**config.mk**
```make
export PLATFORM = sky130hd
export DESIGN_NAME = chd_cordic_stage
export DESIGN_NICKNAME = d
export VERILOG_FILES = /design/src/rtl/chd_pkg.sv /design/src/rtl/chd_cordic_stage.sv
export SDC_FILE = /design/constraint.sdc
export NUM_CORES = 1
export LEC_CHECK = 0
export BUFFER_PORTS_ARGS = -buffer_cell sky130_fd_sc_hd__buf_2
export CAP_MARGIN = 10
export CORE_UTILIZATION = 45
export CTS_BUF_LIST = sky130_fd_sc_hd__clkbuf_4 sky130_fd_sc_hd__clkbuf_8
export DETAILED_ROUTE_END_ITERATION = 10
export PLACE_DENSITY = 0.7
export REMOVE_ABC_BUFFERS = 1
export SETUP_SLACK_MARGIN = 0.02
export SYNTH_ARGS = -nofsm -noshare
export SYNTH_HDL_FRONTEND = slang
export SYNTH_SLANG_ARGS = --single-unit
```
**constraint.sdc**
```tcl
create_clock -name i_clk -period 7 [get_ports i_clk]
set_clock_uncertainty 0.1 [all_clocks]
set_input_delay 1.05 -clock i_clk [delete_from_list [all_inputs] [get_ports i_clk]]
set_output_delay 1.05 -clock i_clk [all_outputs]
set_load 0.01 [all_outputs]
```
**src/rtl/chd_pkg.sv**
```systemverilog
// ============================================================================
// chd_pkg
// Shared types and constants for the compass heading pipeline: axis and
// rotation payload structs, arctangent table and fixed angle constants.
// ============================================================================
`default_nettype none

package chd_pkg;

    // Angle accumulator fraction bits and table depth
    localparam int TABLE_FRAC = 24;
    localparam int TABLE_LEN  = 24;

    // Rotation vector and angle accumulator widths
    localparam int CX_W  = 43;
    localparam int ANG_W = 35;

    // Declination register reset value (6.63 degrees at 7 fraction bits)
    localparam logic signed [15:0] DECL_RESET = 16'sd849;

    // 180 degrees at TABLE_FRAC fraction bits
    localparam logic signed [ANG_W-1:0] ANG_180 = ANG_W'(64'd180 << TABLE_FRAC);

    // atan(2^-i) in degrees, TABLE_FRAC fraction bits
    localparam logic [31:0] ATAN_DEG_Q24 [0:TABLE_LEN-1] = '{
        32'd754974720, 32'd445687602, 32'd235489088, 32'd119537938,
        32'd60000934,  32'd30029717,  32'd15018523,  32'd7509720,
        32'd3754917,   32'd1877466,   32'd938734,    32'd469367,
        32'd234684,    32'd117342,    32'd58671,     32'd29335,
        32'd14668,     32'd7334,      32'd3667,      32'd1833,
        32'd917,       32'd458,       32'd229,       32'd115
    };

    // Assembled sensor axes, carried alongside the angle computation
    typedef struct packed {
        logic signed [15:0] x;
        logic signed [15:0] y;
        logic signed [15:0] z;
    } t_axes;

    // Vectoring state of one rotation stage
    typedef struct packed {
        logic signed [CX_W-1:0]  cx;
        logic signed [CX_W-1:0]  cy;
        logic signed [ANG_W-1:0] ang;
        logic                    xneg;
        logic                    yneg;
    } t_cordic;

endpackage

`default_nettype wire

```
**src/rtl/chd_cordic_stage.sv**
```systemverilog
// ============================================================================
// chd_cordic_stage
// One registered vectoring micro-rotation: drives the Y component toward
// zero and accumulates the matching arctangent step.
// ============================================================================
`default_nettype none

module chd_cordic_stage #(
    parameter int STAGE = 0
) (
    input  wire                    i_clk,
    input  wire                    i_rst_n,
    input  wire                    i_valid,
    input  wire chd_pkg::t_cordic  i_data,
    input  wire chd_pkg::t_axes    i_axes,
    output logic                   o_valid,
    output chd_pkg::t_cordic       o_data,
    output chd_pkg::t_axes         o_axes
);

    logic                                r_valid;
    chd_pkg::t_cordic                    r_data;
    chd_pkg::t_axes                      r_axes;
    chd_pkg::t_cordic                    n_data;
    logic signed [chd_pkg::CX_W-1:0]     dx;
    logic signed [chd_pkg::CX_W-1:0]     dy;
    logic signed [chd_pkg::ANG_W-1:0]    step_ang;

    // Shifted cross terms (floor shift) and this stage's angle step
    assign dx       = i_data.cy >>> STAGE;
    assign dy       = i_data.cx >>> STAGE;
    assign step_ang = $signed(chd_pkg::ANG_W'(chd_pkg::ATAN_DEG_Q24[5'(STAGE)]));

    // Rotate toward the X axis; no move when Y is already zero
    always_comb begin
        n_data = i_data;
        if (i_data.cy > 0) begin
            n_data.cx  = i_data.cx + dx;
            n_data.cy  = i_data.cy - dy;
            n_data.ang = i_data.ang + step_ang;
        end else if (i_data.cy < 0) begin
            n_data.cx  = i_data.cx - dx;
            n_data.cy  = i_data.cy + dy;
            n_data.ang = i_data.ang - step_ang;
        end
    end

    // Valid bit
    always_ff @(posedge i_clk) begin
        if (!i_rst_n) begin
            r_valid <= 1'b0;
        end else begin
            r_valid <= i_valid;
        end
    end

    // Payload
    always_ff @(posedge i_clk) begin
        r_data <= n_data;
        r_axes <= i_axes;
    end

    assign o_valid = r_valid;
    assign o_data  = r_data;
    assign o_axes  = r_axes;

endmodule

`default_nettype wire

```
==> impl_metrics.env <==
export IMPL_clk_pin_slew_ns=0.13
export IMPL_dr_pass1_iters=8
export IMPL_setup_viol_count_final=0
export IMPL_cap_violations=0
export IMPL_ant_nets=0
export IMPL_maxClockFrequency_ghz=0.223
export IMPL_hp_class="in2reg"
export IMPL_ys_types=86
export IMPL_grt_max_degree=78
export IMPL_hold_ws_ns=0.527
export IMPL_setup_tns_ns=0
export IMPL_criticalPathCategory="in2reg"
export IMPL_synthAdderAreaFrac_pct=14.6
export IMPL_hpwl_um=39000
export IMPL_power_density_nw_per_um2=205
export IMPL_syn_cell_area_sq_um=12600
export IMPL_cts_root_buf="clkbuf_8"
export IMPL_drcViolationCount=0
export IMPL_drive_gt1_share_pct=22.5
export IMPL_setup_worst_path_end_class="flip-flop"
export IMPL_yosys_register_bits=172
export IMPL_tightest_slew_ns=0.938
export IMPL_num_vias=14100
export IMPL_grt_use_total_pct=34.6
export IMPL_relSlewSlack_pct=37.2
export IMPL_syn_inst=1630
export IMPL_cts_tree="built"
export IMPL_synth_edff_count=0
export IMPL_yosysWarnings=0
export IMPL_synth_compound_area_share_pct=32.4
export IMPL_clk_path_buf_depth=2
export IMPL_via_per_inst=6.13
export IMPL_rsz0062_at_grt="false"
export IMPL_place_congestion=0.989
export IMPL_fin_crit_ns=4.48
export IMPL_status="finished clean"
export IMPL_hold_violations=0
export IMPL_ios=346
export IMPL_ir_worst_vdd_mv=0.124
export IMPL_syn_to_final_growth_pct=18.8
export IMPL_initial_core_util_pct=46.4
export IMPL_synth_xor_area_share_pct=2.43
export IMPL_grt_first_pass_wirelength_um=76400
export IMPL_synthSimpleGateAreaFrac_pct=15.6
export IMPL_worst_ep_required_time_ns=7.28
export IMPL_grt_overflow=0
export IMPL_cts_setup_buffers=0
export IMPL_hold_buffers=0
export IMPL_syn_area_per_cell_sq_um=7.75
export IMPL_final_common_cell="buf_2"
export IMPL_yosys_top_cells_area="dfxtp_1, ha_1, a21oi_1"
export IMPL_wire_per_inst_um=22.2
export IMPL_grt_pass1_vias=13200
export IMPL_cts_inserted_buffers=17
export IMPL_maxSlewViolCount=0
export IMPL_crit_arrival_ns=4.76
export IMPL_yosys_area_top_type_share_pct=27.2
export IMPL_synth_top_family_by_area="compound AO/OA/AOI/OAI gates"
export IMPL_dieArea_sq_um=28800
export IMPL_leakage_nw=6.97
export IMPL_num_rows=60
export IMPL_core_area_sq_um=27300
export IMPL_synth_mux_area_share_pct=0.911
export IMPL_postSynth_asyncResetShare_pct=0
export IMPL_layout_common_cells="buf_2, a21oi_1, dfxtp_1, ha_1, nor2_1"
export IMPL_timing_final_crit_share_pct=64.0
export IMPL_clock_sinks=172
export IMPL_ctsResizeCount=0
export IMPL_portBuffers=345
export IMPL_crit_fanout=17
export IMPL_fp_dieH_um=170
export IMPL_die_x_um=170
export IMPL_antenna_found_initial=3
export IMPL_synth_seq_area_share_pct=27.2
export IMPL_drt_iter0_markers=1478
export IMPL_ys_flop_type="dfxtp_1"
export IMPL_h_tree_depth=4
export IMPL_nets=2230
export IMPL_drt_total_wl_um=51000
export IMPL_startpoint_type="input port"
export IMPL_synth_top_area_cell="dfxtp_1"
-- synthesized netlist by cell type (20+ instances only) --
| master | n |
|---|---|
| o31ai_1 | 20 |
| nor2b_1 | 21 |
| nor3_1 | 37 |
| xnor2_1 | 31 |
| a211oi_1 | 21 |
| a21oi_1 | 200 |
| o21ai_1 | 23 |
| ha_1 | 143 |
| clkbuf_1 | 84 |
| a21o_1 | 23 |
| a221oi_1 | 23 |
| nand2_1 | 100 |
| o22ai_1 | 29 |
| inv_1 | 128 |
| o21a_1 | 20 |
| nand3_1 | 30 |
| o21ai_0 | 83 |
| nand4_1 | 21 |
| o21bai_1 | 33 |
| nor2_1 | 136 |
| dfxtp_1 | 172 |
-- critical path: stages --
cell and delay (ns):
buf_2 0.18, inv_1 0.06, ha_1 0.53, nor2b_1 0.27, a2111oi_2 0.08, a2111oi_1 0.87, nor3_2 0.22, o211ai_2 0.28
nand2_1 0.22, o31a_1 0.40, o31ai_1 0.29, xor2_1 0.20, o22ai_1 0.10
-- routing by layer --
metal	track usage, %	wire length (um)	vias to the layer above
met5	0	0	-
met4	17.9	2430	0
met3	5.95	4700	150
met2	56.8	23400	883
met1	43.3	20400	6589
li1	-	-	6464
-- logic make-up (layout without fill, tap and decap cells) --
| family | after synthesis | count (layout) |
|---|---|---|
| AO/OA/AOI/OAI | 622 | 622 |
| AND/OR/NAND/NOR | 418 | 418 |
| buffers and inverters | 226 | 519 |
| flip-flops | 172 | 172 |
| adder cells (fa/ha/maj) | 146 | 146 |
| XOR/XNOR | 35 | 35 |
| multiplexers | 11 | 11 |
| other | 0 | 2 |
-- where the power goes --
group	switching, W	leakage [nW]	internal (W)
clock	0.000491	0.216	0.000286
sequential	0.0000335	1.45	0.00110
combinational	0.000741	5.31	0.000421
-- final timing paths --
check                                end        from  depth (start not counted)
worst max-delay path  o_data[79]$_DFF_P_  i_data[44]                         13
worst min-delay path  o_axes[16]$_DFF_P_  i_axes[16]                          1
-- flip-flops by register name, summed over array words and instances (netlist names) --
name     flops
o_valid      1
o_data     123
o_axes      48
-- cell type report --
class | count | area [sq um]
fillers | 2655 | 12200
diodes | 2 | 5.00
well taps | 372 | 465
inverters | 133 | 499
multi-input cells | 1232 | 8350
repair buffers | 354 | 1810
flip-flops and latches | 172 | 3440
clock inverters | 15 | 209
clock buffers | 17 | 234
-- metrics by stage --
step	cell area [sq um]	utilization, %	setup WS (ns)	power (W)	cells
global placement	14600	53.5	2.17	0.00228	2263
global route	15000	55.1	2.34	0.00323	2297
floorplan	12300	-	0.844	0.00183	1537
CTS	15000	55.1	2.59	0.00307	2295
detailed placement	14600	53.5	2.05	0.00228	2263
finish	15000	55.1	2.52	0.00307	2297
(Power assumes the default switching activity.)
