**config.mk**
```make
export PLATFORM = sky130hd
export DESIGN_NAME = chd_heading_wrap
export DESIGN_NICKNAME = d
export VERILOG_FILES = /design/src/rtl/chd_pkg.sv /design/src/rtl/chd_heading_wrap.sv
export SDC_FILE = /design/constraint.sdc
export NUM_CORES = 1
export LEC_CHECK = 0
export BUFFER_PORTS_ARGS = -buffer_cell sky130_fd_sc_hd__buf_2
export CORE_MARGIN = 4
export CORE_UTILIZATION = 45
export CTS_CLUSTER_DIAMETER = 30
export DETAILED_ROUTE_END_ITERATION = 8
export GPL_TIMING_DRIVEN = 0
export PLACE_DENSITY = 0.85
export SLEW_MARGIN = 40
export SYNTH_ARGS = -nofsm -noshare
export SYNTH_HDL_FRONTEND = slang
export SYNTH_SLANG_ARGS = --single-unit
```
**constraint.sdc**
```tcl
create_clock -name i_clk -period 3.85 [get_ports i_clk]
set_input_delay 0.5775 -clock i_clk [delete_from_list [all_inputs] [get_ports i_clk]]
set_output_delay 0.5775 -clock i_clk [all_outputs]
set_load 0.02 [all_outputs]
```
**src/rtl/chd_pkg.sv**
```systemverilog
// ============================================================================
// chd_pkg
// Shared types and constants for the compass heading pipeline: axis and
// rotation payload structs, arctangent table and fixed angle constants.
// ============================================================================
`default_nettype none

package chd_pkg;

    // Angle accumulator fraction bits and table depth
    localparam int TABLE_FRAC = 24;
    localparam int TABLE_LEN  = 24;

    // Rotation vector and angle accumulator widths
    localparam int CX_W  = 43;
    localparam int ANG_W = 35;

    // Declination register reset value (6.63 degrees at 7 fraction bits)
    localparam logic signed [15:0] DECL_RESET = 16'sd849;

    // 180 degrees at TABLE_FRAC fraction bits
    localparam logic signed [ANG_W-1:0] ANG_180 = ANG_W'(64'd180 << TABLE_FRAC);

    // atan(2^-i) in degrees, TABLE_FRAC fraction bits
    localparam logic [31:0] ATAN_DEG_Q24 [0:TABLE_LEN-1] = '{
        32'd754974720, 32'd445687602, 32'd235489088, 32'd119537938,
        32'd60000934,  32'd30029717,  32'd15018523,  32'd7509720,
        32'd3754917,   32'd1877466,   32'd938734,    32'd469367,
        32'd234684,    32'd117342,    32'd58671,     32'd29335,
        32'd14668,     32'd7334,      32'd3667,      32'd1833,
        32'd917,       32'd458,       32'd229,       32'd115
    };

    // Assembled sensor axes, carried alongside the angle computation
    typedef struct packed {
        logic signed [15:0] x;
        logic signed [15:0] y;
        logic signed [15:0] z;
    } t_axes;

    // Vectoring state of one rotation stage
    typedef struct packed {
        logic signed [CX_W-1:0]  cx;
        logic signed [CX_W-1:0]  cy;
        logic signed [ANG_W-1:0] ang;
        logic                    xneg;
        logic                    yneg;
    } t_cordic;

endpackage

`default_nettype wire

```
**src/rtl/chd_heading_wrap.sv**
```systemverilog
// ============================================================================
// chd_heading_wrap
// Maps the first-quadrant angle to the full circle, rounds to the output
// precision, adds declination and reduces the sum into one turn.
// ============================================================================
`default_nettype none

module chd_heading_wrap #(
    parameter int ANGLE_FRAC_BITS = 7
) (
    input  wire                    i_clk,
    input  wire                    i_rst_n,
    input  wire                    i_valid,
    input  wire chd_pkg::t_cordic  i_data,
    input  wire chd_pkg::t_axes    i_axes,
    input  wire signed [15:0]      i_decl,
    output logic                   o_valid,
    output chd_pkg::t_axes         o_axes,
    output logic [15:0]            o_heading
);

    localparam int ANG_W      = chd_pkg::ANG_W;
    localparam int DROP       = chd_pkg::TABLE_FRAC - ANGLE_FRAC_BITS;
    localparam int FULL_TURN  = 360 << ANGLE_FRAC_BITS;
    // Bound on |rounded heading + declination|
    localparam int MAX_MAG    = 32768 + (512 << ANGLE_FRAC_BITS);
    localparam int TURNS_BIAS = (MAX_MAG + FULL_TURN - 1) / FULL_TURN;
    localparam int RED_STEPS  = $clog2((2 * MAX_MAG) / FULL_TURN + 2);
    localparam int RED_W      = $clog2(FULL_TURN) + RED_STEPS + 2;

    localparam logic signed [ANG_W-1:0] HALF = ANG_W'(64'd1 << (DROP - 1));
    localparam logic [RED_W-1:0]        BIAS = RED_W'(TURNS_BIAS * FULL_TURN);
    localparam logic [RED_W-1:0]        TURN = RED_W'(FULL_TURN);

    logic [3:0]                 r_valid;
    chd_pkg::t_axes             r_axes [0:3];
    logic signed [ANG_W-1:0]    r_a;
    logic [RED_W-1:0]           r_h;
    logic [RED_W-1:0]           r_u;
    logic [RED_W-1:0]           r_red;

    logic                       neg_z;
    logic signed [ANG_W-1:0]    quad_off;
    logic signed [ANG_W-1:0]    n_a;
    logic signed [ANG_W-1:0]    rnd_sum;
    logic signed [ANG_W-1:0]    rnd_shift;
    logic [RED_W-1:0]           n_h;
    logic [RED_W-1:0]           n_u;
    logic [RED_W-1:0]           n_red;

    // Quadrant map: a, 180 - a, -a or a - 180 as one add with carry-in
    always_comb begin
        neg_z = i_data.xneg ^ i_data.yneg;
        if (!i_data.xneg) begin
            quad_off = '0;
        end else if (i_data.yneg) begin
            quad_off = -chd_pkg::ANG_180;
        end else begin
            quad_off = chd_pkg::ANG_180;
        end
        n_a = (neg_z ? ~i_data.ang : i_data.ang) + quad_off
            + $signed({{(ANG_W-1){1'b0}}, neg_z});
    end

    // Round half up to the output fraction bits
    always_comb begin
        rnd_sum   = r_a + HALF;
        rnd_shift = rnd_sum >>> DROP;
        n_h       = rnd_shift[RED_W-1:0];
    end

    // Add declination plus a whole number of turns to make the sum positive
    assign n_u = r_h + {{(RED_W-16){i_decl[15]}}, i_decl} + BIAS;

    // Strip turns by binary compare and subtract
    always_comb begin
        n_red = r_u;
        for (int k = RED_STEPS - 1; k >= 0; k--) begin
            if (n_red >= (TURN << k)) begin
                n_red = n_red - (TURN << k);
            end
        end
    end

    // Valid bits
    always_ff @(posedge i_clk) begin
        if (!i_rst_n) begin
            r_valid <= '0;
        end else begin
            r_valid <= {r_valid[2:0], i_valid};
        end
    end

    // Payload stages
    always_ff @(posedge i_clk) begin
        r_a       <= n_a;
        r_h       <= n_h;
        r_u       <= n_u;
        r_red     <= n_red;
        r_axes[0] <= i_axes;
        r_axes[1] <= r_axes[0];
        r_axes[2] <= r_axes[1];
        r_axes[3] <= r_axes[2];
    end

    assign o_valid   = r_valid[3];
    assign o_axes    = r_axes[3];
    assign o_heading = r_red[15:0];

endmodule

`default_nettype wire

```
==> impl_metrics.ini <==
[yosys]
ys_async_sr_fraction = 0
count_of_flip_flops_with_a_built_in_enable_after_synthesis = 0
netlist-cell-type-count = 61
synth_area_per_cell_um2 = 12.2
yosysSeqAreaShare = 0.658
yosysWarnings = 0
synth_fp_nets = 895
cell_area_after_technology_mapping_um2 = 8210
syn_inst = 671
ys_ff_latch = 270
ys.flop_type = dfxtp_1

[finish]
most_used_cells_in_the_layout_excluding_fill_and_tap_cells = dfxtp_1, buf_2, xnor2_1
nets = 1116
finish.utilization = 0.607
layout-area-overhead-vs-synth_pct = 32.7
stdcell_area_um2 = 10900
nFillCells = 1393
diode_insertion_count_for_antenna_repair = 0
layout-drive-gt1-share = 0.319
most_common_cell_after_layout_fill_and_taps_aside = dfxtp_1

[critical_path]
timing_worst_setup_path_type = register to register
worstSetupStartpointType = register
path_buf_inv = 2
cp_top_family = simple AND/OR/NAND/NOR gates
worstSetupPathDepth = 19
critical_path.cell_chain = inv_2 > ha_4 > and3b_2 > or4_4 > nand3_4 > o2111ai_4 > nor2_4 > xnor2_2 > ha_2 > nor4b_4 > a31o_2 > nand2_1 > or3_4 > a31oi_4 > buf_6 > o311ai_4 > a21oi_1 > nor4b_2 > xnor2_1
crit_arrival_ns = 4.14
critical-path-max-stage-delay_ns = 0.44
r2r_start = r_u[13]
crit_path_end = r_red[14]
crit-reg2reg-capture = r_red[14]
crit_start = r_u[13]
reg2regPathDepth = 19
crit_fanout = 5
reg2reg_slack_ns = 0.06
timing.critical_path.to_type = register
critPathSlowestCell = or4_4
timing.critical_path.required_ns = 4.20

[floorplan]
initial_core_util = 0.457
floorplan.die_area_um2 = 20500
ioPinCount = 255
floorplan.rows = 49
core_area_um2 = 18000
floorplan.die.height_um = 143
width_of_the_chip_um = 143

[global_routing]
gr-usage-all-layers = 0.140
grt-ovfl-total = 0
grt_pass1_vias = 5135
largest_net_degree_at_the_start_of_global_routing = 15
antenna_violations_before_repair = 1
first_pass_grt_wire_length_um = 23300

[timing]
rsz0062_at_grt = true
post_route_skew_ns = 0.0144
period_minus_slack_ns = 3.79
slew-limit-headroom = 0.543
fin_crit_sh = 0.985
worstMarginPinSlew_ns = 0.684
setup_violations = 0
max_freq_mhz = 264
timing_hold_violations_final = 0
totalNegativeSetupSlack_ns = 0
finalMaxSlewViolations = 0

[routing]
drt.antenna.violating_nets = 0
drt_iter0_markers = 196
routed_wirelength_um = 15100
num_vias = 5323
post_dr_wirelength_cell_um = 13.2
drc_errors = 0
firstDrtPassIters = 4
routed_via_density = 4.64

[min_path]
hold-path-cell-count = 1
hp-class = input pin to register

[clock_tree]
clock-sinks = 270
clock-root-buffer = clkbuf_16
cts_buffers = 36
clock_input_transition_at_the_sequential_cells_of_the_worst_setup_and_hold_paths_ns = 0.06
clock_insertion_delay_worst_skew_ns = 0.50
cts_tree = done
htree_levels = 2
clk_buf_depth = 3
post_cts_hold_buffer_count = 0

[flow_run]
max_cap_viols = 0

[place]
portBuffers = 168
place.detailed.hpwl_um = 10700
placement.cell_area_um2 = 9370
gp_congestion = 0.841

[power_and_ir_drop]
reported_leakage_power_nw = 4.85
power_density_nw_per_um2 = 946
irDropWorstVdd_v = 0.000494

[status]
status = finished, final reports clean
## per-layer routing
metal,track usage,share of wire,vias to the layer above
met4,0.0770,0.043,2
li1,-,-,2745
met2,0.260,0.53,137
met1,0.142,0.37,2392
met5,0,0.00086,-
met3,0.0362,0.057,47
## power breakdown
part	switching [mW]	internal, mW
Clock	1.21	2.20
Combinational	1.78	1.65
Sequential	0.236	3.25
Total	3.22	7.09
## kinds of logic after synthesis
logic type      synth area share
simple gates              0.0983
fa+ha+maj                 0.0527
buf+inv                   0.0137
flops                      0.658
mux                      0.00640
compound gates            0.0888
xor+xnor                  0.0820
## cell usage after synthesis (5+ instances only)
library cell,instances,area share
dfxtp_1,270,0.66
xor2_1,20,0.021
nand2_1,35,0.016
o21ai_0,17,0.010
xnor2_1,55,0.059
nor2_1,37,0.017
clkbuf_1,5,0.0023
and2_1,8,0.0061
nand4_1,5,0.0038
nor4_1,7,0.0053
ha_1,33,0.050
o21ai_1,5,0.0030
and3_1,9,0.0069
inv_1,25,0.011
or3_1,6,0.0046
o21a_1,6,0.0055
nand3_1,16,0.0098
nor2b_1,7,0.0053
nor3_1,11,0.0067
a21oi_1,25,0.015
## registers in the layout, summed over array words and instances (netlist names)
signal	count
r_h	18
r_u	21
r_red	16
r_a	19
r_valid	4
r_axes	192
## what timing repair did
action                                  CTS  global route
pin swaps                                 6            12
buffers inserted                          3            12
endpoints found under the setup margin    5             3
gates cloned                              0             0
resized for setup                        15            20
## per-stage QoR
stage	setup slack, ns	power, mW	std cells	hold WS (ns)
final	0.0562	10.3	1147	0.175
after detailed placement	-0.398	6.39	1068	0.312
after global routing	-0.176	10.9	1147	0.147
after floorplan	0.0302	5.81	671	0.310
after global placement	-0.340	6.31	1068	0.310
after CTS	0.0211	10.1	1135	0.150
## layout make-up
type,count,area [um2],area share
flip-flops and latches,270,5410,0.497
multi-input cells,371,2850,0.261
repair buffers,183,961,0.0881
clock buffers,40,936,0.0858
clock inverters,24,342,0.0313
well taps,229,287,0.0263
inverters,25,96.3,0.00884
plain buffers,5,20.0,0.00184
## worst min-delay path by stage
| stage | startpoint | end |
|---|---|---|
| 6_report | i_axes[24] | r_axes[0][24] |
| 5_1_grt | i_axes[33] | r_axes[0][33] |
| 4_1_cts | i_axes[24] | r_axes[0][24] |
| 3_5_place_dp | r_axes[0][10] | r_axes[1][10] |
| 3_3_place_gp | r_axes[1][16] | r_axes[2][16] |
| 2_1_floorplan | r_axes[0][0] | r_axes[1][0] |
Power figures use the tool's default switching activity.
